`config.mk`:
```
export PLATFORM = sky130hd
export DESIGN_NAME = ssa_cell
export DESIGN_NICKNAME = d
export VERILOG_FILES = /design/src/rtl/core/swap_slot_allocator_defines.svh /design/src/rtl/core/ssa_pkg.sv /design/src/rtl/core/ssa_cell.sv
export SDC_FILE = /design/constraint.sdc
export NUM_CORES = 1
export LEC_CHECK = 0
export BUFFER_PORTS_ARGS = -buffer_cell sky130_fd_sc_hd__buf_2
export CORE_UTILIZATION = 40
export CTS_CLUSTER_DIAMETER = 200
export DETAILED_ROUTE_END_ITERATION = 16
export GPL_TIMING_DRIVEN = 0
export PLACE_DENSITY = 0.78
export RECOVER_POWER = 25
export SYNTH_ARGS = -nofsm -noshare
export SYNTH_HDL_FRONTEND = slang
export SYNTH_SLANG_ARGS = --single-unit
```
`constraint.sdc`:
```
create_clock -name clk_i -period 0.8 [get_ports clk_i]
set_input_delay 0.12 -clock clk_i [delete_from_list [all_inputs] [get_ports clk_i]]
set_output_delay 0.12 -clock clk_i [all_outputs]
set_load 0.005 [all_outputs]
```
`src/rtl/core/swap_slot_allocator_defines.svh`:
```
// assertion macros used by the swap slot allocator sequencer
`ifndef SWAP_SLOT_ALLOCATOR_DEFINES_SVH
`define SWAP_SLOT_ALLOCATOR_DEFINES_SVH

// property checked on every rising edge of clk_i outside reset
`define SSA_ASSERT(label, prop, msg) \
  label: assert property (@(posedge clk_i) disable iff (!rst_ni) prop) else $error(msg);

// condition that must never be seen
`define SSA_ASSERT_NEVER(label, cond, msg) \
  `SSA_ASSERT(label, !(cond), msg)

`endif

```
`src/rtl/core/ssa_pkg.sv`:
```
// types and constants of the swap slot allocator
package ssa_pkg;

  localparam int unsigned OP_W     = 2;
  localparam int unsigned OWNER_W  = 16;
  localparam int unsigned PAGE_W   = 20;
  localparam int unsigned SLOT_W   = 10;
  localparam int unsigned SECTOR_W = 13;
  localparam int unsigned COUNT_W  = 11;

  localparam logic [COUNT_W-1:0] SLOT_COUNT_RESET = 11'd1024;

  typedef enum logic [OP_W-1:0] {
    OP_ALLOC      = 2'd0,
    OP_FREE_PAGE  = 2'd1,
    OP_FREE_OWNER = 2'd2
  } ssa_op_e;

  typedef enum logic [1:0] {
    ST_CLEAR,
    ST_IDLE,
    ST_SCAN,
    ST_EMIT
  } ssa_state_e;

  typedef struct packed {
    logic               used;
    logic [OWNER_W-1:0] owner;
    logic [PAGE_W-1:0]  page;
  } ssa_entry_t;

  typedef struct packed {
    logic       shift;
    ssa_entry_t tail;
  } ssa_ring_ctl_t;

endpackage

```
`src/rtl/core/ssa_cell.sv`:
```
// one slot entry of the rotating ring
module ssa_cell
  import ssa_pkg::*;
(
  input  logic       clk_i,
  input  logic       shift_i,
  input  ssa_entry_t d_i,
  output ssa_entry_t q_o
);

  ssa_entry_t entry_q;

  always_ff @(posedge clk_i) begin
    if (shift_i) begin
      entry_q <= d_i;
    end
  end

  assign q_o = entry_q;

endmodule

```
==> impl_metrics.py <==
metrics = {
    "critical_path": {
        "cp_top_family": "flip-flops",
        "worstPathArrival_ns": 0.90,
        "crit_type": "flop to primary output",
        "crit_end": "q_o[29]",
        "worstSetupStartpointType": "flop",
        "worst-path-max-fanout": 1,
        "startpoint": "q_o[29]",
        "max_stage_delay_ns": 0.41,
        "crit_slowest_cell": "edfxtp_1",
        "crit_required_ns": 0.68,
        "crit_buf_inv": 1,
        "worstPathCellList": "buf_2",
        "cp_num_cells": 1,
        "end_kind": "primary output",
    },
    "logic_synthesis": {
        "ys_seq_elements": 37,
        "async_reset_ff_share_pct": 0,
        "yosysWarnings": 0,
        "avgSynthCellArea_um2": 30.0,
        "ys_types": 1,
        "syn_inst": 37,
        "synth_ff_type": "edfxtp_1",
        "synth.area.top_cells": "edfxtp_1 (100%)",
        "yosysMostFrequentCell": "edfxtp_1",
        "syn_nets": 76,
        "synth_commonest_cells": "edfxtp_1 (37)",
        "synth_edf_count": 37,
        "yosysTopAreaCell": "edfxtp_1",
        "synth_area_um2": 1110,
        "synth_seq_area_share_pct": 100,
        "synth_top_area_share_pct": 100,
    },
    "detailed_routing": {
        "vias_per_cell": 4.29,
        "ant_nets": 0,
        "drt-total-wl_um": 2630,
        "avgRoutedWirePerCell_um": 14.1,
        "drcViolationCount": 0,
        "vias": 803,
        "drt_iter0_markers": 11,
        "drt_first_pass_iters": 4,
    },
    "floorplan": {
        "die_height_um": 54.7,
        "io_pins": 76,
        "initial_core_util_pct": 43.7,
        "die-area_um2": 2990,
        "coreArea_um2": 2540,
        "die_x_um": 54.7,
        "rows": 18,
    },
    "global_routing": {
        "grt_usage_pct": 19.4,
        "antenna_found_initial": 0,
        "grt_max_degree": 38,
        "grt-ovfl-total": 0,
        "grt_pass1_wl_um": 3610,
        "grt_pass1_vias": 801,
    },
    "power": {
        "power_mw": 3.68,
        "ir_worst_vdd_v": 0.00152,
        "p_leak_nw": 0.838,
        "powerDensity_nw_per_um2": 1890,
    },
    "final_layout": {
        "area_growth_pct": 74.9,
        "multi_input_area_um2": 0,
        "drive_above_1_share_pct": 51.0,
        "fin_nets": 195,
        "largest_reg_flops": 37,
        "n_fill_cell": 156,
        "n_antenna_cell": 0,
        "multi_input_gates": 0,
    },
    "timing": {
        "rsz0062_at_grt": "true",
        "hold_ws_ns": 0.418,
        "worst_slack_ns": -0.218,
        "setup_viol": 37,
        "max_slew.worst_pin.slew_ns": 0.798,
        "slew_viol_final": 0,
        "fmax_ghz": 0.982,
        "slew_headroom_pct": 46.8,
        "final_hold_viol_count": 0,
        "fin_crit_ns": 1.02,
        "post-route-period-util_pct": 127,
    },
    "hold_path": {
        "hp-class": "primary input to flop",
        "min_path_cells": 1,
    },
    "status": {
        "status": "complete, but fails checks",
        "violations": "setup timing",
    },
    "clock_network": {
        "clock-sinks": 37,
        "clk_path_buf_depth": 2,
        "cts_resized": 0,
        "root_buffer": "clkbuf_4",
        "cts_buffers": 5,
        "cts_setup_buffers": 0,
        "clkTransAtPathRegs_ns": 0.10,
        "cts_max_level": 2,
        "cts_tree": "built",
    },
    "placed_design": {
        "place_ws_ns": -0.328,
        "io_buffers": 75,
        "routabilityCongestion": 0.613,
    },
    "flow_run": {
        "maxCapViolCount": 0,
    },
}
[where the power goes]
| part | internal (mW) | leakage (nW) | switching [mW] |
|---|---|---|---|
| Sequential | 2.30 | 0.362 | 0.0408 |
| Clock | 0.350 | 0.0265 | 0.552 |
| Combinational | 0.274 | 0.450 | 0.160 |
| Total | 2.93 | 0.838 | 0.753 |
[how the worst min path moves through the flow]
stage	start	end
after detailed placement	d_i[8]	q_o[8]
after global placement	d_i[6]	q_o[6]
after CTS	shift_i	q_o[0]
final	shift_i	q_o[8]
after floorplan	d_i[0]	q_o[0]
after global routing	shift_i	q_o[8]
[routing by layer]
metal / vias up / share of wire [%] / wire length (µm) / global-route usage (%)
li1: 388 / - / - / -
met1: 356 / 36 / 955 / 19.4
met2: 51 / 52 / 1370 / 33.5
met3: 8 / 9.6 / 252 / 9.17
met4: 0 / 2.2 / 58 / 8.97
met5: - / 0 / 0 / 0
[cells by family after synthesis]
kind of cell	share of synthesized area [%]
DFF	100
[per-stage QoR]
| stage | util (%) | TNS [ns] | area, µm² | std cells |
|---|---|---|---|---|
| 2_1_floorplan | - | 0 | 1110 | 37 |
| 3_3_place_gp | 59.9 | -10.19 | 1520 | 142 |
| 3_5_place_dp | 59.9 | -12.08 | 1520 | 142 |
| 4_1_cts | 76.4 | -6.72 | 1940 | 187 |
| 5_1_grt | 76.4 | -7.72 | 1940 | 187 |
| 6_report | 76.4 | -5.89 | 1940 | 187 |
[repair_timing]
item | in CTS | in global routing
endpoints found under the hold margin | 37 | 0
cloned | 0 | 0
hold buffers | 37 | 0
setup endpoints to repair | 37 | 37
[placed cells by master, fill, tap and decap left out]
| master | instances |
|---|---|
| buf_2 | 75 |
| dlygate4sd3_1 | 37 |
| clkbuf_4 | 5 |
| clkbuf_1 | 3 |
| edfxtp_1 | 37 |
[area by class of cell]
cell class            count  area (µm²)  share of cell area (%)
Tap cell                 30        37.5                    1.93
Sequential cell          37        1110                    57.2
Clock buffer              8        48.8                    2.51
Timing Repair Buffer    112         746                    38.4
Power figures use the tool's default switching activity.
