**config.mk**
```make
export PLATFORM = sky130hd
export DESIGN_NAME = ssa_ctrl_flat
export DESIGN_NICKNAME = d
export VERILOG_FILES = /design/src/rtl/core/ssa_pkg.sv /design/src/rtl/core/ssa_in_if.sv /design/src/rtl/core/ssa_out_if.sv /design/src/rtl/core/ssa_ctrl.sv /design/src/flat_wrapper.sv
export VERILOG_INCLUDE_DIRS = /design/src /design/src/rtl/core
export SDC_FILE = /design/constraint.sdc
export NUM_CORES = 1
export LEC_CHECK = 0
export ABC_AREA = 1
export BUFFER_PORTS_ARGS = -buffer_cell sky130_fd_sc_hd__buf_2
export CORE_MARGIN = 3
export CORE_UTILIZATION = 47
export CTS_CLUSTER_DIAMETER = 80
export CTS_CLUSTER_SIZE = 16
export DETAILED_ROUTE_END_ITERATION = 12
export PLACE_DENSITY = 0.84
export SLEW_MARGIN = 20
export SYNTH_ARGS = -nofsm -noshare
export SYNTH_HDL_FRONTEND = slang
export SYNTH_SLANG_ARGS = --single-unit
```
**constraint.sdc**
```tcl
create_clock -name clk_i -period 2.2 [get_ports clk_i]
set_input_delay 0.11 -clock clk_i [delete_from_list [all_inputs] [get_ports clk_i]]
set_output_delay 0.11 -clock clk_i [all_outputs]
set_load 0.05 [all_outputs]
```
**src/rtl/core/swap_slot_allocator_defines.svh**
```systemverilog
// assertion macros used by the swap slot allocator sequencer
`ifndef SWAP_SLOT_ALLOCATOR_DEFINES_SVH
`define SWAP_SLOT_ALLOCATOR_DEFINES_SVH

// property checked on every rising edge of clk_i outside reset
`define SSA_ASSERT(label, prop, msg) \
  label: assert property (@(posedge clk_i) disable iff (!rst_ni) prop) else $error(msg);

// condition that must never be seen
`define SSA_ASSERT_NEVER(label, cond, msg) \
  `SSA_ASSERT(label, !(cond), msg)

`endif

```
**src/rtl/core/ssa_pkg.sv**
```systemverilog
// types and constants of the swap slot allocator
package ssa_pkg;

  localparam int unsigned OP_W     = 2;
  localparam int unsigned OWNER_W  = 16;
  localparam int unsigned PAGE_W   = 20;
  localparam int unsigned SLOT_W   = 10;
  localparam int unsigned SECTOR_W = 13;
  localparam int unsigned COUNT_W  = 11;

  localparam logic [COUNT_W-1:0] SLOT_COUNT_RESET = 11'd1024;

  typedef enum logic [OP_W-1:0] {
    OP_ALLOC      = 2'd0,
    OP_FREE_PAGE  = 2'd1,
    OP_FREE_OWNER = 2'd2
  } ssa_op_e;

  typedef enum logic [1:0] {
    ST_CLEAR,
    ST_IDLE,
    ST_SCAN,
    ST_EMIT
  } ssa_state_e;

  typedef struct packed {
    logic               used;
    logic [OWNER_W-1:0] owner;
    logic [PAGE_W-1:0]  page;
  } ssa_entry_t;

  typedef struct packed {
    logic       shift;
    ssa_entry_t tail;
  } ssa_ring_ctl_t;

endpackage

```
**src/rtl/core/ssa_in_if.sv**
```systemverilog
// request channel: operation, owner and page
interface ssa_in_if
  import ssa_pkg::*;
();
  logic               valid;
  logic               ready;
  logic [OP_W-1:0]    operation;
  logic [OWNER_W-1:0] owner_id;
  logic [PAGE_W-1:0]  page_number;

  modport source (output valid, operation, owner_id, page_number, input ready);
  modport sink   (input valid, operation, owner_id, page_number, output ready);
endinterface

```
**src/rtl/core/ssa_out_if.sv**
```systemverilog
// result channel: status, slot, first sector and freed count
interface ssa_out_if
  import ssa_pkg::*;
();
  logic                valid;
  logic                ready;
  logic                status;
  logic [SLOT_W-1:0]   slot_index;
  logic [SECTOR_W-1:0] first_sector;
  logic [COUNT_W-1:0]  freed_count;

  modport source (output valid, status, slot_index, first_sector, freed_count, input ready);
  modport sink   (input valid, status, slot_index, first_sector, freed_count, output ready);
endinterface

```
**src/rtl/core/ssa_ctrl.sv**
```systemverilog
// sequencer and head-of-ring update logic of the swap slot allocator
`include "swap_slot_allocator_defines.svh"

module ssa_ctrl
  import ssa_pkg::*;
#(
  parameter int unsigned NUM_SLOTS        = 1024,
  parameter int unsigned SECTORS_PER_SLOT = 8
) (
  input  logic               clk_i,
  input  logic               rst_ni,
  input  logic [COUNT_W-1:0] slot_count_i,
  input  ssa_entry_t         head_i,
  output ssa_ring_ctl_t      ring_o,
  ssa_in_if.sink             in_i,
  ssa_out_if.source          out_o
);

  localparam int unsigned IDX_W = (NUM_SLOTS > 1) ? $clog2(NUM_SLOTS) : 1;
  localparam int unsigned CNT_W = $clog2(NUM_SLOTS + 1);
  localparam int unsigned CMP_W = (CNT_W > COUNT_W) ? CNT_W : COUNT_W;
  localparam int unsigned SPS_W = $clog2(SECTORS_PER_SLOT + 1);
  localparam int unsigned PRD_W = IDX_W + SPS_W;
  localparam logic [CNT_W-1:0] LAST_STEP = CNT_W'(NUM_SLOTS - 1);

  ssa_state_e          state_q, state_d;
  logic [CNT_W-1:0]    step_q, step_d;
  logic [OP_W-1:0]     op_q;
  logic [OWNER_W-1:0]  owner_q;
  logic [PAGE_W-1:0]   page_q;
  logic                found_q;
  logic [IDX_W-1:0]    first_q;
  logic [CNT_W-1:0]    count_q;

  logic                out_valid_q;
  logic                status_q;
  logic [SLOT_W-1:0]   slot_q;
  logic [SECTOR_W-1:0] sector_q;
  logic [COUNT_W-1:0]  freed_q;

  logic                accept;
  logic                take;
  logic                emit;
  logic                owner_hit;
  logic                in_range;
  logic                fail;
  logic [PRD_W-1:0]    sector_full;

  assign accept    = in_i.valid && in_i.ready;
  assign owner_hit = head_i.used && (head_i.owner == owner_q);
  // allocate only looks below the configured slot count
  assign in_range  = CMP_W'(step_q) < CMP_W'(slot_count_i);

  always_comb begin
    state_d     = state_q;
    step_d      = step_q;
    ring_o      = '{shift: 1'b0, tail: head_i};
    take        = 1'b0;
    emit        = 1'b0;
    in_i.ready  = 1'b0;
    unique case (state_q)
      ST_CLEAR: begin
        ring_o.shift     = 1'b1;
        ring_o.tail.used = 1'b0;
        step_d           = step_q + 1'b1;
        if (step_q == LAST_STEP) begin
          step_d  = '0;
          state_d = ST_IDLE;
        end
      end
      ST_IDLE: begin
        in_i.ready = 1'b1;
        if (in_i.valid) begin
          state_d = ST_SCAN;
        end
      end
      ST_SCAN: begin
        ring_o.shift = 1'b1;
        unique case (op_q)
          OP_ALLOC: begin
            if (!found_q && in_range && !head_i.used) begin
              ring_o.tail = '{used: 1'b1, owner: owner_q, page: page_q};
              take        = 1'b1;
            end
          end
          OP_FREE_PAGE: begin
            if (!found_q && owner_hit && (head_i.page == page_q)) begin
              ring_o.tail.used = 1'b0;
              take             = 1'b1;
            end
          end
          OP_FREE_OWNER: begin
            if (owner_hit) begin
              ring_o.tail.used = 1'b0;
              take             = 1'b1;
            end
          end
          default: begin
          end
        endcase
        step_d = step_q + 1'b1;
        if (step_q == LAST_STEP) begin
          step_d  = '0;
          state_d = ST_EMIT;
        end
      end
      ST_EMIT: begin
        if (!out_valid_q || out_o.ready) begin
          emit    = 1'b1;
          state_d = ST_IDLE;
        end
      end
      default: begin
        state_d = ST_IDLE;
      end
    endcase
  end

  always_ff @(posedge clk_i or negedge rst_ni) begin
    if (!rst_ni) begin
      state_q <= ST_CLEAR;
      step_q  <= '0;
    end else begin
      state_q <= state_d;
      step_q  <= step_d;
    end
  end

  // word under scan
  always_ff @(posedge clk_i or negedge rst_ni) begin
    if (!rst_ni) begin
      found_q <= 1'b0;
      count_q <= '0;
    end else if (accept) begin
      found_q <= 1'b0;
      count_q <= '0;
    end else if (take) begin
      found_q <= 1'b1;
      count_q <= count_q + 1'b1;
    end
  end

  always_ff @(posedge clk_i) begin
    if (accept) begin
      op_q    <= in_i.operation;
      owner_q <= in_i.owner_id;
      page_q  <= in_i.page_number;
    end
    if (take && !found_q) begin
      first_q <= step_q[IDX_W-1:0];
    end
  end

  assign fail        = !found_q;
  assign sector_full = PRD_W'(first_q) * PRD_W'(SECTORS_PER_SLOT);

  always_ff @(posedge clk_i or negedge rst_ni) begin
    if (!rst_ni) begin
      out_valid_q <= 1'b0;
    end else if (emit) begin
      out_valid_q <= 1'b1;
    end else if (out_o.ready) begin
      out_valid_q <= 1'b0;
    end
  end

  always_ff @(posedge clk_i) begin
    if (emit) begin
      status_q <= fail;
      slot_q   <= fail ? '0 : SLOT_W'(first_q);
      sector_q <= fail ? '0 : SECTOR_W'(sector_full);
      freed_q  <= (fail || (op_q == OP_ALLOC)) ? '0 : COUNT_W'(count_q);
    end
  end

  assign out_o.valid        = out_valid_q;
  assign out_o.status       = status_q;
  assign out_o.slot_index   = slot_q;
  assign out_o.first_sector = sector_q;
  assign out_o.freed_count  = freed_q;

  `SSA_ASSERT(a_accept_starts_scan, accept |=> (state_q == ST_SCAN) && (step_q == '0),
    "accepted word did not start a scan at slot zero")
  `SSA_ASSERT(a_found_has_count, found_q |-> (count_q != '0),
    "match recorded without a count")
  `SSA_ASSERT_NEVER(a_step_range, step_q > LAST_STEP,
    "scan step beyond the last slot")
  `SSA_ASSERT(a_emit_loads_output, emit |=> out_o.valid && (state_q == ST_IDLE),
    "finished scan did not present its result")

endmodule
```
**src/flat_wrapper.sv**
```systemverilog
// flat-port wrapper written by rule: the top's interface ports become plain ports
module ssa_ctrl_flat import ssa_pkg::*;
#(
  parameter int unsigned NUM_SLOTS        = 1024,
  parameter int unsigned SECTORS_PER_SLOT = 8
)
  (clk_i, rst_ni, slot_count_i, head_i, ring_o, in_i_valid, in_i_operation, in_i_owner_id, in_i_page_number, in_i_ready, out_o_valid, out_o_status, out_o_slot_index, out_o_first_sector, out_o_freed_count, out_o_ready);
  ssa_in_if in_i_i ();
  ssa_out_if out_o_i ();
  input  logic clk_i;
  input  logic rst_ni;
  input  logic [COUNT_W-1:0] slot_count_i;
  input  ssa_entry_t head_i;
  output ssa_ring_ctl_t ring_o;
  input wire logic [$bits(in_i_i.valid)-1:0] in_i_valid;
  input wire logic [$bits(in_i_i.operation)-1:0] in_i_operation;
  input wire logic [$bits(in_i_i.owner_id)-1:0] in_i_owner_id;
  input wire logic [$bits(in_i_i.page_number)-1:0] in_i_page_number;
  output wire logic [$bits(in_i_i.ready)-1:0] in_i_ready;
  output wire logic [$bits(out_o_i.valid)-1:0] out_o_valid;
  output wire logic [$bits(out_o_i.status)-1:0] out_o_status;
  output wire logic [$bits(out_o_i.slot_index)-1:0] out_o_slot_index;
  output wire logic [$bits(out_o_i.first_sector)-1:0] out_o_first_sector;
  output wire logic [$bits(out_o_i.freed_count)-1:0] out_o_freed_count;
  input wire logic [$bits(out_o_i.ready)-1:0] out_o_ready;
  assign in_i_i.valid = in_i_valid;
  assign in_i_i.operation = in_i_operation;
  assign in_i_i.owner_id = in_i_owner_id;
  assign in_i_i.page_number = in_i_page_number;
  assign in_i_ready = in_i_i.ready;
  assign out_o_valid = out_o_i.valid;
  assign out_o_status = out_o_i.status;
  assign out_o_slot_index = out_o_i.slot_index;
  assign out_o_first_sector = out_o_i.first_sector;
  assign out_o_freed_count = out_o_i.freed_count;
  assign out_o_i.ready = out_o_ready;
  ssa_ctrl #(.NUM_SLOTS(NUM_SLOTS), .SECTORS_PER_SLOT(SECTORS_PER_SLOT)) u_core (.clk_i(clk_i), .rst_ni(rst_ni), .slot_count_i(slot_count_i), .head_i(head_i), .ring_o(ring_o), .in_i(in_i_i), .out_o(out_o_i));
endmodule
```
==> results of run 1 <==
## routing by layer
layer	up-vias	track usage [%]
li1	2471	-
met1	2345	26.66
met2	199	38.98
met3	38	3.583
met4	0	8.654
met5	-	0
## sequential cells by signal, summed over array words and instances (netlist names)
register                   count
u_core.owner_q                16
u_core.page_q                 20
u_core.first_q                10
u_core.out_o.first_sector     10
u_core.step_q                 11
u_core.out_o.status            1
u_core.out_o.freed_count      11
u_core.count_q                11
u_core.found_q                 1
u_core.out_o.valid             1
u_core.state_q                 2
u_core.op_q                    2
## cell usage in the layout, fill, tap and decap left out, drive strengths merged, types with 15 or more instances in the layout
master	n
nand3	29
nor2	69
inv	119
dlygate4sd3	39
dfrtp	26
buf	194
ha	17
nand4	15
edfxtp	70
nand2	200
o21ai	33
## through the flow
stage | worst slack, ps | hold WS (ps) | cells | total power, W | TNS, ps
global route | -469.4 | 76.75 | 1015 | 0.004149 | -19160
floorplan | -171.4 | -185.6 | 652 | 0.002200 | -4456
global placement | 13.64 | 156.6 | 948 | 0.002342 | 0
finish | -321.1 | 52.51 | 1015 | 0.004010 | -11300
detailed placement | 2.273 | 171.3 | 948 | 0.002349 | 0
CTS | -256.5 | 46.41 | 1008 | 0.004007 | -7339
## timing repair
item,CTS,global route
hold endpoints to repair,64,0
pin swaps,3,11
cloned,2,3
setup endpoints to repair,47,61
hold buffers,39,0
buffers inserted,4,4
resized for setup,92,67
## where the power goes
group          switching [W]  internal [W]  total, W
sequential     0.00000000403       0.00193   0.00193
clock               0.000747      0.000803   0.00155
combinational       0.000301      0.000227  0.000528
## how the worst min path moves through the flow
stage | slack [ps] | cells past startpoint | to
6_report | 50 | 4 | u_core.out_o.valid$_DFFE_PN0P_
5_1_grt | 80 | 4 | u_core.out_o.valid$_DFFE_PN0P_
4_1_cts | 50 | 4 | u_core.out_o.valid$_DFFE_PN0P_
3_5_place_dp | 170 | 1 | u_core.out_o.valid$_DFFE_PN0P_
3_3_place_gp | 160 | 1 | u_core.count_q[7]$_DFFE_PN0P_
2_1_floorplan | -190 | 0 | u_core.count_q[0]$_DFFE_PN0P_
## cell families after synthesis
family	after synthesis	share of synthesized area (%)
AOI/OAI and AO/OA	53	5.538
and+or+nand+nor	323	24.80
buffers and inverters	146	12.17
xor gates and xnor gates	14	2.280
adders and majority gates	17	3.955
other	1	0.06973
DFF	96	51.19
## layout make-up
| type | count | area (µm²) | share of cell area [%] |
|---|---|---|---|
| clock buffer | 9 | 225.2 | 2.873 |
| tap | 140 | 175.2 | 2.235 |
| inverter | 117 | 442.9 | 5.650 |
| clock inverter | 7 | 76.32 | 0.9737 |
| timing repair buffer | 236 | 1871 | 23.86 |
| sequential | 96 | 2753 | 35.12 |
| multi-input combinational | 410 | 2296 | 29.29 |
## worst min-delay path, cell delays in order
cell and delay [ps]:
buf_2 80, inv_1 50, nand2_1 70, nand2_1 50
==> impl_metrics.yaml, run 1 <==
timing:
  finalSetupViolations: 56
  fin_crit_ps: 2521
  finalCritPeriodShare_pct: 114.6
  slew_violations: 0
  worst_pin_slew_ps: 635.3
  skew_ps: 7.109
  rsz0062_at_grt: "true"
  fin_ws_ps: -321.1
  relSlewSlack_pct: 57.65
  max_freq_ghz: 0.3966
  hold_viol_final: 0
pwr:
  peakVddDrop_uv: 477.3
  leakage_nw: 3.900
  cellPowerDensity_mw_per_mm2: 511.6
placed_design:
  io_buffers: 161
  dpl_cell_area_mm2: 0.006389
  gp_congestion: 0.9039
  dp_hpwl_um: 9460
worst_setup_path:
  start_kind: "register"
  path_delay_family: "simple AND/OR/NAND/NOR gates"
  crit_chain: "ha_1 -> nand2_1 -> nor2_2 -> nand4_1 -> nor2_2 -> nor3_2 -> buf_4 -> nand2_8 -> buf_12 -> buf_6 -> nand2_1 -> nand2_1 -> buf_6"
  r2r-end: "u_core.first_q[0]$_DFFE_PP_"
  rrSetupSlack_ps: -110
  endpoint_kind: "output port"
  worstPathRequired_ps: 2090
  critPathMostFrequentCell: "nand2_1"
  critical_path_class: "reg2out"
  crit_slowest_cell: "dfrtp_1"
  path_buf_inv: 4
  crit_path_max_incr_delay_ps: 430
  crit_end: "ring_o[32]"
  crit_path_max_fanout: 6
  path_depth: 13
  r2r_cells: 13
  critPathArrivalTime_ps: 2410
  crit_start: "u_core.step_q[7]$_DFFE_PN0P_"
  critical_path.reg2reg.startpoint: "u_core.step_q[7]$_DFFE_PN0P_"
yosys:
  netlist_area_mm2: 0.005378
  yosysUniqueCellTypes: 35
  synth.avg_cell_area_um2: 8.273
  synthArstFlopShare_pct: 27.08
  synthTopCellsByArea: "edfxtp_1 39%, nand2_1 14%, dfrtp_1 12%, inv_1 8.0%, nor2_1 4.6%"
  synth_edf_count: 70
  synthCells: 650
  synth_top_area_share_pct: 39.09
  synth_top_area_cell: "edfxtp_1"
  yosysSeqAreaShare_pct: 51.19
  yosysMostFrequentCell: "nand2_1"
  yosys-top-cells-count: "197 x nand2_1, 115 x inv_1, 70 x edfxtp_1, 66 x nor2_1, 29 x nand3_1"
  ys_warn_count: 0
  ys_ff_latch: 96
  synth_flop_cell: "edfxtp_1"
global_route:
  grt_first_pass_wirelength_um: 22580
  grt_max_degree: 35
  grt-ovfl-total: 0
  grt_antenna_before_repair: 0
  first_global_vias: 4858
  grt_usage_pct: 21.96
cells_and_area:
  nFillCells: 786
  area_delta_synth_final_pct: 45.77
  antenna_cells: 0
  utilization_pct: 71.06
  final_area_mm2: 0.007839
  nNetsFinal: 977
  drive_gt1_share_pct: 33.94
cts:
  clk_latency_ps: 340
  tritoncts: "done"
  htreeDepth: 3
  cts_made_buffers: 9
  clk_pin_slew_worst_paths_ps: 70
  cts_root_buffer: "clkbuf_16"
  clockBufferDepth: 2
  cts.sinks: 96
outcome:
  violations: "negative setup slack"
  outcome: "finished, violations left"
routing:
  route.met2.wl_um: 7848
  ant_nets: 0
  highest_layer: "met4"
  drc: 0
  routedWlPerCell_um: 14.72
  routedLengthMet1_um: 5841
  wirelength_um: 14940
  vias: 5053
  viasPerCell: 4.978
  met3WireLength_um: 812
  drt_first_pass_iters: 5
  drt-initial-drc-count: 303
die:
  row_count: 38
  dieArea_mm2: 0.01276
  dieWidth_um: 113.0
  die-height_um: 113.0
  start_util_pct: 48.75
  core_area_mm2: 0.01103
  num_io_pins: 165
min_path:
  min-delay-start: "out_o_ready"
  hp-class: "in2reg"
job:
  timing.max_cap.violations: 0
Power figures use the tool's default switching activity.
==> inputs of run 2 (changes only) <==
BUFFER_PORTS_ARGS = unset   (was -buffer_cell sky130_fd_sc_hd__buf_2)
CORE_UTILIZATION = 55   (was 47)
DONT_BUFFER_PORTS = 1   (was unset)
PLACE_DENSITY = 0.8   (was 0.84)
==> impl_metrics.yaml, run 2 (synthesis gave the netlist of run 1 again) <==
outcome:
  outcome: "finished, violations left"
  violations: "negative setup slack"
timing:
  rsz0062_at_grt: "true"
  finalSetupViolations: 59
  relSlewSlack_pct: 39.17
  max_freq_ghz: 0.3760
  skew_ps: 15.26
  fin_ws_ps: -459.6
  worst_pin_slew_ps: 914.3
  hold_viol_final: 0
  timing.hold.ws_ps: 125.2
  slew_violations: 0
  fin_crit_ps: 2660
  finalCritPeriodShare_pct: 120.9
pwr:
  cellPowerDensity_mw_per_mm2: 476.0
  p_int_w: 0.002576
  seqPwrFrac_pct: 54.6
  power.share.switching_pct: 27.22
  power.share.clock_pct: 31.8
  power_w: 0.003539
  p_switching_w: 0.0009634
  peakVddDrop_uv: 284.5
  p_comb_share_pct: 13.7
  leakage_nw: 3.506
worst_setup_path:
  critical_path_class: "reg2out"
  crit_chain: "ha_4 -> nand2_1 -> nor2_2 -> nand4_1 -> nor2_2 -> nor3_4 -> buf_12 -> nand2_8 -> clkbuf_16 -> nand2_1 -> o21ai_1 -> buf_6"
  path_delay_family: "simple AND/OR/NAND/NOR gates"
  rrSetupSlack_ps: -130
  critical_path.reg2reg.startpoint: "u_core.step_q[10]$_DFFE_PN0P_"
  crit_path_max_fanout: 7
  r2r-end: "u_core.first_q[5]$_DFFE_PP_"
  endpoint_kind: "output port"
  crit_path_max_incr_delay_ps: 440
  path_buf_inv: 3
  critPathArrivalTime_ps: 2550
  start_kind: "register"
  crit_slowest_cell: "dfrtp_1"
  r2r_cells: 13
  worstPathRequired_ps: 2090
cells_and_area:
  nNetsFinal: 865
  final_common_cell: "nand2_1"
  top_regs: "u_core.page_q x20, u_core.owner_q x16"
  drive_gt1_share_pct: 24.64
  final_cell_mix: "162 x nand2_1, 114 x inv_1, 70 x edfxtp_1, 63 x nor2_1, 40 x dlygate4sd3_1"
  antenna_cells: 0
  regMostFlops: "u_core.page_q"
  largest_reg_flops: 20
  nFillCells: 544
  area_delta_synth_final_pct: 38.27
cts:
  clk_pin_slew_worst_paths_ps: 100
  tritoncts: "done"
  clk_latency_ps: 370
  htreeDepth: 3
  cts_made_buffers: 9
  cts_root_buffer: "clkbuf_8"
  clockBufferDepth: 2
  cts.sinks: 96
placed_design:
  gp_congestion: 0.8206
  dp_hpwl_um: 9115
  dp_worst_setup_slack_ps: -22.38
  io_buffers: 0
die:
  core_area_mm2: 0.009371
  dieWidth_um: 104.9
  start_util_pct: 57.38
  dieArea_mm2: 0.01100
  num_io_pins: 165
  die-height_um: 104.9
  row_count: 35
global_route:
  first_global_vias: 4683
  grt_antenna_before_repair: 0
  grt_first_pass_wirelength_um: 22140
  grt_max_degree: 40
  grt-ovfl-total: 0
  grt_usage_pct: 25.11
routing:
  viasPerCell: 5.447
  wirelength_um: 15260
  routedWlPerCell_um: 17.11
  drt-initial-drc-count: 271
  drt_first_pass_iters: 5
  ant_nets: 0
  vias: 4859
  drc: 0
min_path:
  min_to: "u_core.state_q[1]$_DFFE_PN0P_"
  hp-class: "in2reg"
  whs_path_depth: 3
  min-delay-start: "in_i_valid"
job:
  timing.max_cap.violations: 0
==> run 2: layout make-up <==
cell class | instances | area, µm² | area share, %
inverters | 117 | 442.9 | 5.957
clock buffers | 9 | 123.9 | 1.666
multi-input cells | 411 | 2419 | 32.53
repair buffers | 123 | 1469 | 19.75
clock inverters | 7 | 67.56 | 0.9086
well taps | 129 | 161.4 | 2.171
flip-flops and latches | 96 | 2753 | 37.02
==> run 2: worst max-delay path by stage <==
stage / from / endpoint / cells past startpoint
6_report: u_core.step_q[10]$_DFFE_PN0P_ / ring_o[0] / 12
5_1_grt: u_core.step_q[8]$_DFFE_PN0P_ / ring_o[0] / 12
4_1_cts: u_core.step_q[8]$_DFFE_PN0P_ / ring_o[34] / 10
3_5_place_dp: u_core.step_q[9]$_DFFE_PN0P_ / ring_o[22] / 12
3_3_place_gp: u_core.step_q[9]$_DFFE_PN0P_ / ring_o[14] / 12
2_1_floorplan: u_core.step_q[2]$_DFFE_PN0P_ / ring_o[10] / 10
==> run 2: layer usage <==
layer	wire, µm	global-route usage (%)
met1	5546	29.45
met2	8074	45.19
met3	1000	5.188
met4	641	9.278
met5	0	0
==> run 2: power by group through the flow <==
stage / Sequential (W) / Clock, W / Combinational [W]
after floorplan: 0.00197 / 0 / 0.000228
after global placement: 0.00197 / 0 / 0.000320
after detailed placement: 0.00197 / 0 / 0.000329
after CTS: 0.00193 / 0.00114 / 0.000432
after global routing: 0.00193 / 0.00123 / 0.000508
final: 0.00193 / 0.00112 / 0.000483
==> run 2: repair_timing <==
action | CTS | global route
hold endpoints to repair | 65 | 0
hold buffers | 41 | 0
resized for setup | 60 | 72
setup buffers | 4 | 5
pin swaps | 4 | 17
cloned | 2 | 6
endpoints found under the setup margin | 37 | 59
==> run 2: through the flow <==
stage | area (µm²) | utilization (%) | instances | setup TNS, ps
final | 7436 | 79.35 | 892 | -15370
after global routing | 7436 | 79.35 | 892 | -20120
after CTS | 6949 | 74.15 | 881 | -10230
after detailed placement | 6030 | 64.34 | 819 | -29.20
after global placement | 6030 | 64.34 | 819 | 0
after floorplan | 5389 | - | 652 | -4456
==> run 2: worst reg2reg max path, stage by stage (launching register included) <==
cell	delay [ps]
dfrtp_1	440
ha_4	290
nand2_1	70
nor2_2	120
nand4_1	160
nor2_2	210
nor3_4	70
buf_12	130
buf_6	110
nor2_1	130
nand2_2	80
nand2_2	110
nor2_4	50
buf_12	140
==> inputs of run 3 (changes only) <==
ABC_AREA = unset   (was 1)
ABC_CLOCK_PERIOD_IN_PS = 2200   (was unset)
==> impl_metrics.yaml, run 3 <==
outcome:
  outcome: "finished, violations left"
  violations: "negative setup slack"
cts:
  cts_root_buffer: "clkbuf_8"
  clk_pin_slew_worst_paths_ps: 90
  tritoncts: "done"
  clockBufferDepth: 2
  cts_made_buffers: 9
  cts.sinks: 96
  clk_latency_ps: 370
  htreeDepth: 3
timing:
  hold_viol_final: 0
  relSlewSlack_pct: 40.61
  rsz0062_at_grt: "true"
  finalCritPeriodShare_pct: 127.3
  skew_ps: 20.14
  finalSetupTns_ps: -25790
  max_freq_ghz: 0.3571
  worst_pin_slew_ps: 892.7
  fin_crit_ps: 2801
  finalSetupViolations: 58
  slew_violations: 0
  fin_ws_ps: -600.5
placed_design:
  gp_congestion: 0.8338
  dp_worst_setup_slack_ps: -203.0
  io_buffers: 0
  dp_hpwl_um: 8559
yosys:
  synthAdderAreaFrac_pct: 4.252
  yosysSeqAreaShare_pct: 55.03
  ys_ff_latch: 96
  ys_warn_count: 0
  synth_compound_area_share_pct: 7.529
  synthTopCellsByArea: "edfxtp_1 42%, dfrtp_1 13%, mux2_2 8.1%, xnor2_1 6.8%, ha_1 4.3%"
  synth_top_area_share_pct: 42.02
  yosysMostFrequentCell: "edfxtp_1"
  synthSimpleGateAreaFrac_pct: 12.58
  synth_edf_count: 70
  netlist_area_mm2: 0.005002
  synthArstFlopShare_pct: 27.08
  synthCells: 402
  synth_xor_area_share_pct: 7.354
  synth.avg_cell_area_um2: 12.44
  synth_top_family_by_area: "simple AND/OR/NAND/NOR gates"
  yosys-top-cells-count: "70 x edfxtp_1, 39 x xnor2_1, 36 x mux2_2, 26 x dfrtp_1"
  synth_top_area_cell: "edfxtp_1"
  synth_flop_cell: "edfxtp_1"
  synthMuxAreaShare_pct: 8.104
  yosysUniqueCellTypes: 53
pwr:
  leakage_nw: 2.735
  peakVddDrop_uv: 589.3
  cellPowerDensity_mw_per_mm2: 535.7
routing:
  vias: 3884
  routedWlPerCell_um: 23.11
  viasPerCell: 6.254
  drt_first_pass_iters: 5
  wirelength_um: 14350
  drt-initial-drc-count: 276
  ant_nets: 0
  drc: 0
cells_and_area:
  drive_gt1_share_pct: 35.55
  utilization_pct: 77.56
  largest_reg_flops: 20
  regMostFlops: "u_core.page_q"
  final_cell_mix: "70 x edfxtp_1, 57 x buf_4, 41 x dlygate4sd3_1, 33 x mux2_4, 26 x dfrtp_1"
  final_common_cell: "edfxtp_1"
  area_delta_synth_final_pct: 35.87
  top_regs: "u_core.page_q x20, u_core.owner_q x16"
  nNetsFinal: 614
  seqCellArea_mm2: 0.002753
  multi_input_area_mm2: 0.002499
  nFillCells: 473
worst_setup_path:
  r2r_cells: 10
  start_kind: "register"
  endpoint_kind: "output port"
  crit_path_max_incr_delay_ps: 420
  path_buf_inv: 2
  crit_path_max_fanout: 5
  worstPathRequired_ps: 2090
  crit_slowest_cell: "dfrtp_1"
  crit_chain: "ha_4 -> a21oi_4 -> a21boi_2 -> or3_4 -> a211o_4 -> buf_12 -> mux2_4 -> buf_12"
  critical_path.reg2reg.startpoint: "u_core.step_q[9]$_DFFE_PN0P_"
  path_delay_family: "compound AO/OA/AOI/OAI gates"
  crit_end: "ring_o[3]"
  rrSetupSlack_ps: -380
  critical_path_class: "reg2out"
  critPathArrivalTime_ps: 2690
  critPathMostFrequentCell: "buf_12"
  path_depth: 8
  r2r-end: "u_core.count_q[4]$_DFFE_PN0P_"
  crit_start: "u_core.step_q[9]$_DFFE_PN0P_"
global_route:
  grt_usage_pct: 26.84
  first_global_vias: 3879
  grt_first_pass_wirelength_um: 20850
  grt-ovfl-total: 0
  grt_antenna_before_repair: 1
  grt_max_degree: 50
die:
  core_area_mm2: 0.008763
  row_count: 34
  start_util_pct: 57.08
  die-height_um: 101.4
  dieArea_mm2: 0.01028
  dieWidth_um: 101.4
  num_io_pins: 165
min_path:
  hp-class: "in2reg"
job:
  timing.max_cap.violations: 0
==> run 3: report_power, final <==
group          internal (W)  leakage [nW]  switching (W)  total (W)
logic              0.000210          1.71       0.000288   0.000497
clock network      0.000530        0.0851       0.000633    0.00116
registers           0.00195         0.941      0.0000268    0.00198
==> run 3: worst min-delay path by stage <==
stage | from | cells past startpoint | endpoint
finish | in_i_valid | 2 | u_core.state_q[0]$_DFFE_PN0P_
global route | in_i_valid | 2 | u_core.state_q[0]$_DFFE_PN0P_
detailed placement | rst_ni | 0 | u_core.count_q[5]$_DFFE_PN0P_
CTS | in_i_valid | 2 | u_core.state_q[0]$_DFFE_PN0P_
floorplan | rst_ni | 0 | u_core.count_q[0]$_DFFE_PN0P_
global placement | rst_ni | 0 | u_core.count_q[5]$_DFFE_PN0P_
==> run 3: per-layer routing <==
layer	track usage [%]	vias up	share of wire, %
met3	9.573	66	9.3
met4	11.55	0	4.4
met1	30.42	1869	34
met5	0	-	0
met2	45.77	266	52
li1	-	1683	-
==> run 3: cell families after synthesis <==
kind of cell | Yosys count
multiplexers | 36
buffers and inverters | 45
AO/OA/AOI/OAI | 54
XOR/XNOR | 42
other | 1
adder cells (fa/ha/maj) | 17
AND/OR/NAND/NOR | 111
flip-flops | 96
==> run 3: repair_timing <==
item | 4_1_cts | 5_1_grt
buffers inserted | 13 | 9
cloned | 4 | 0
resized for setup | 37 | 34
endpoints found under the setup margin | 57 | 62
pin swaps | 32 | 26
hold buffers | 42 | 0
endpoints found under the hold margin | 66 | 0
==> run 3: worst register-to-register path: stages (launching register included) <==
cell	delay [ps]
dfrtp_1	420
ha_4	280
a21oi_4	140
a21boi_2	80
or3_4	380
a211o_4	400
buf_16	210
buf_6	130
o21ai_4	80
o2111ai_1	150
a21oi_1	220
==> run 3: layout make-up <==
type | count | area share (%)
well taps | 108 | 1.988
flip-flops and latches | 96 | 40.50
multi-input cells | 264 | 36.76
inverters | 22 | 1.215
repair buffers | 114 | 16.61
clock buffers | 10 | 1.878
diodes | 1 | 0.03682
clock inverters | 6 | 1.013
==> run 3: metrics by stage <==
| stage | instances | power [W] | area [µm²] | hold WS, ps |
|---|---|---|---|---|
| final | 621 | 0.003641 | 6797 | 66.75 |
| after global routing | 621 | 0.003753 | 6797 | 59.28 |
| after CTS | 611 | 0.003592 | 6529 | 70.32 |
| after detailed placement | 536 | 0.002387 | 5538 | -184.5 |
| after global placement | 536 | 0.002379 | 5538 | -184.6 |
| after floorplan | 404 | 0.002329 | 5175 | -185.6 |
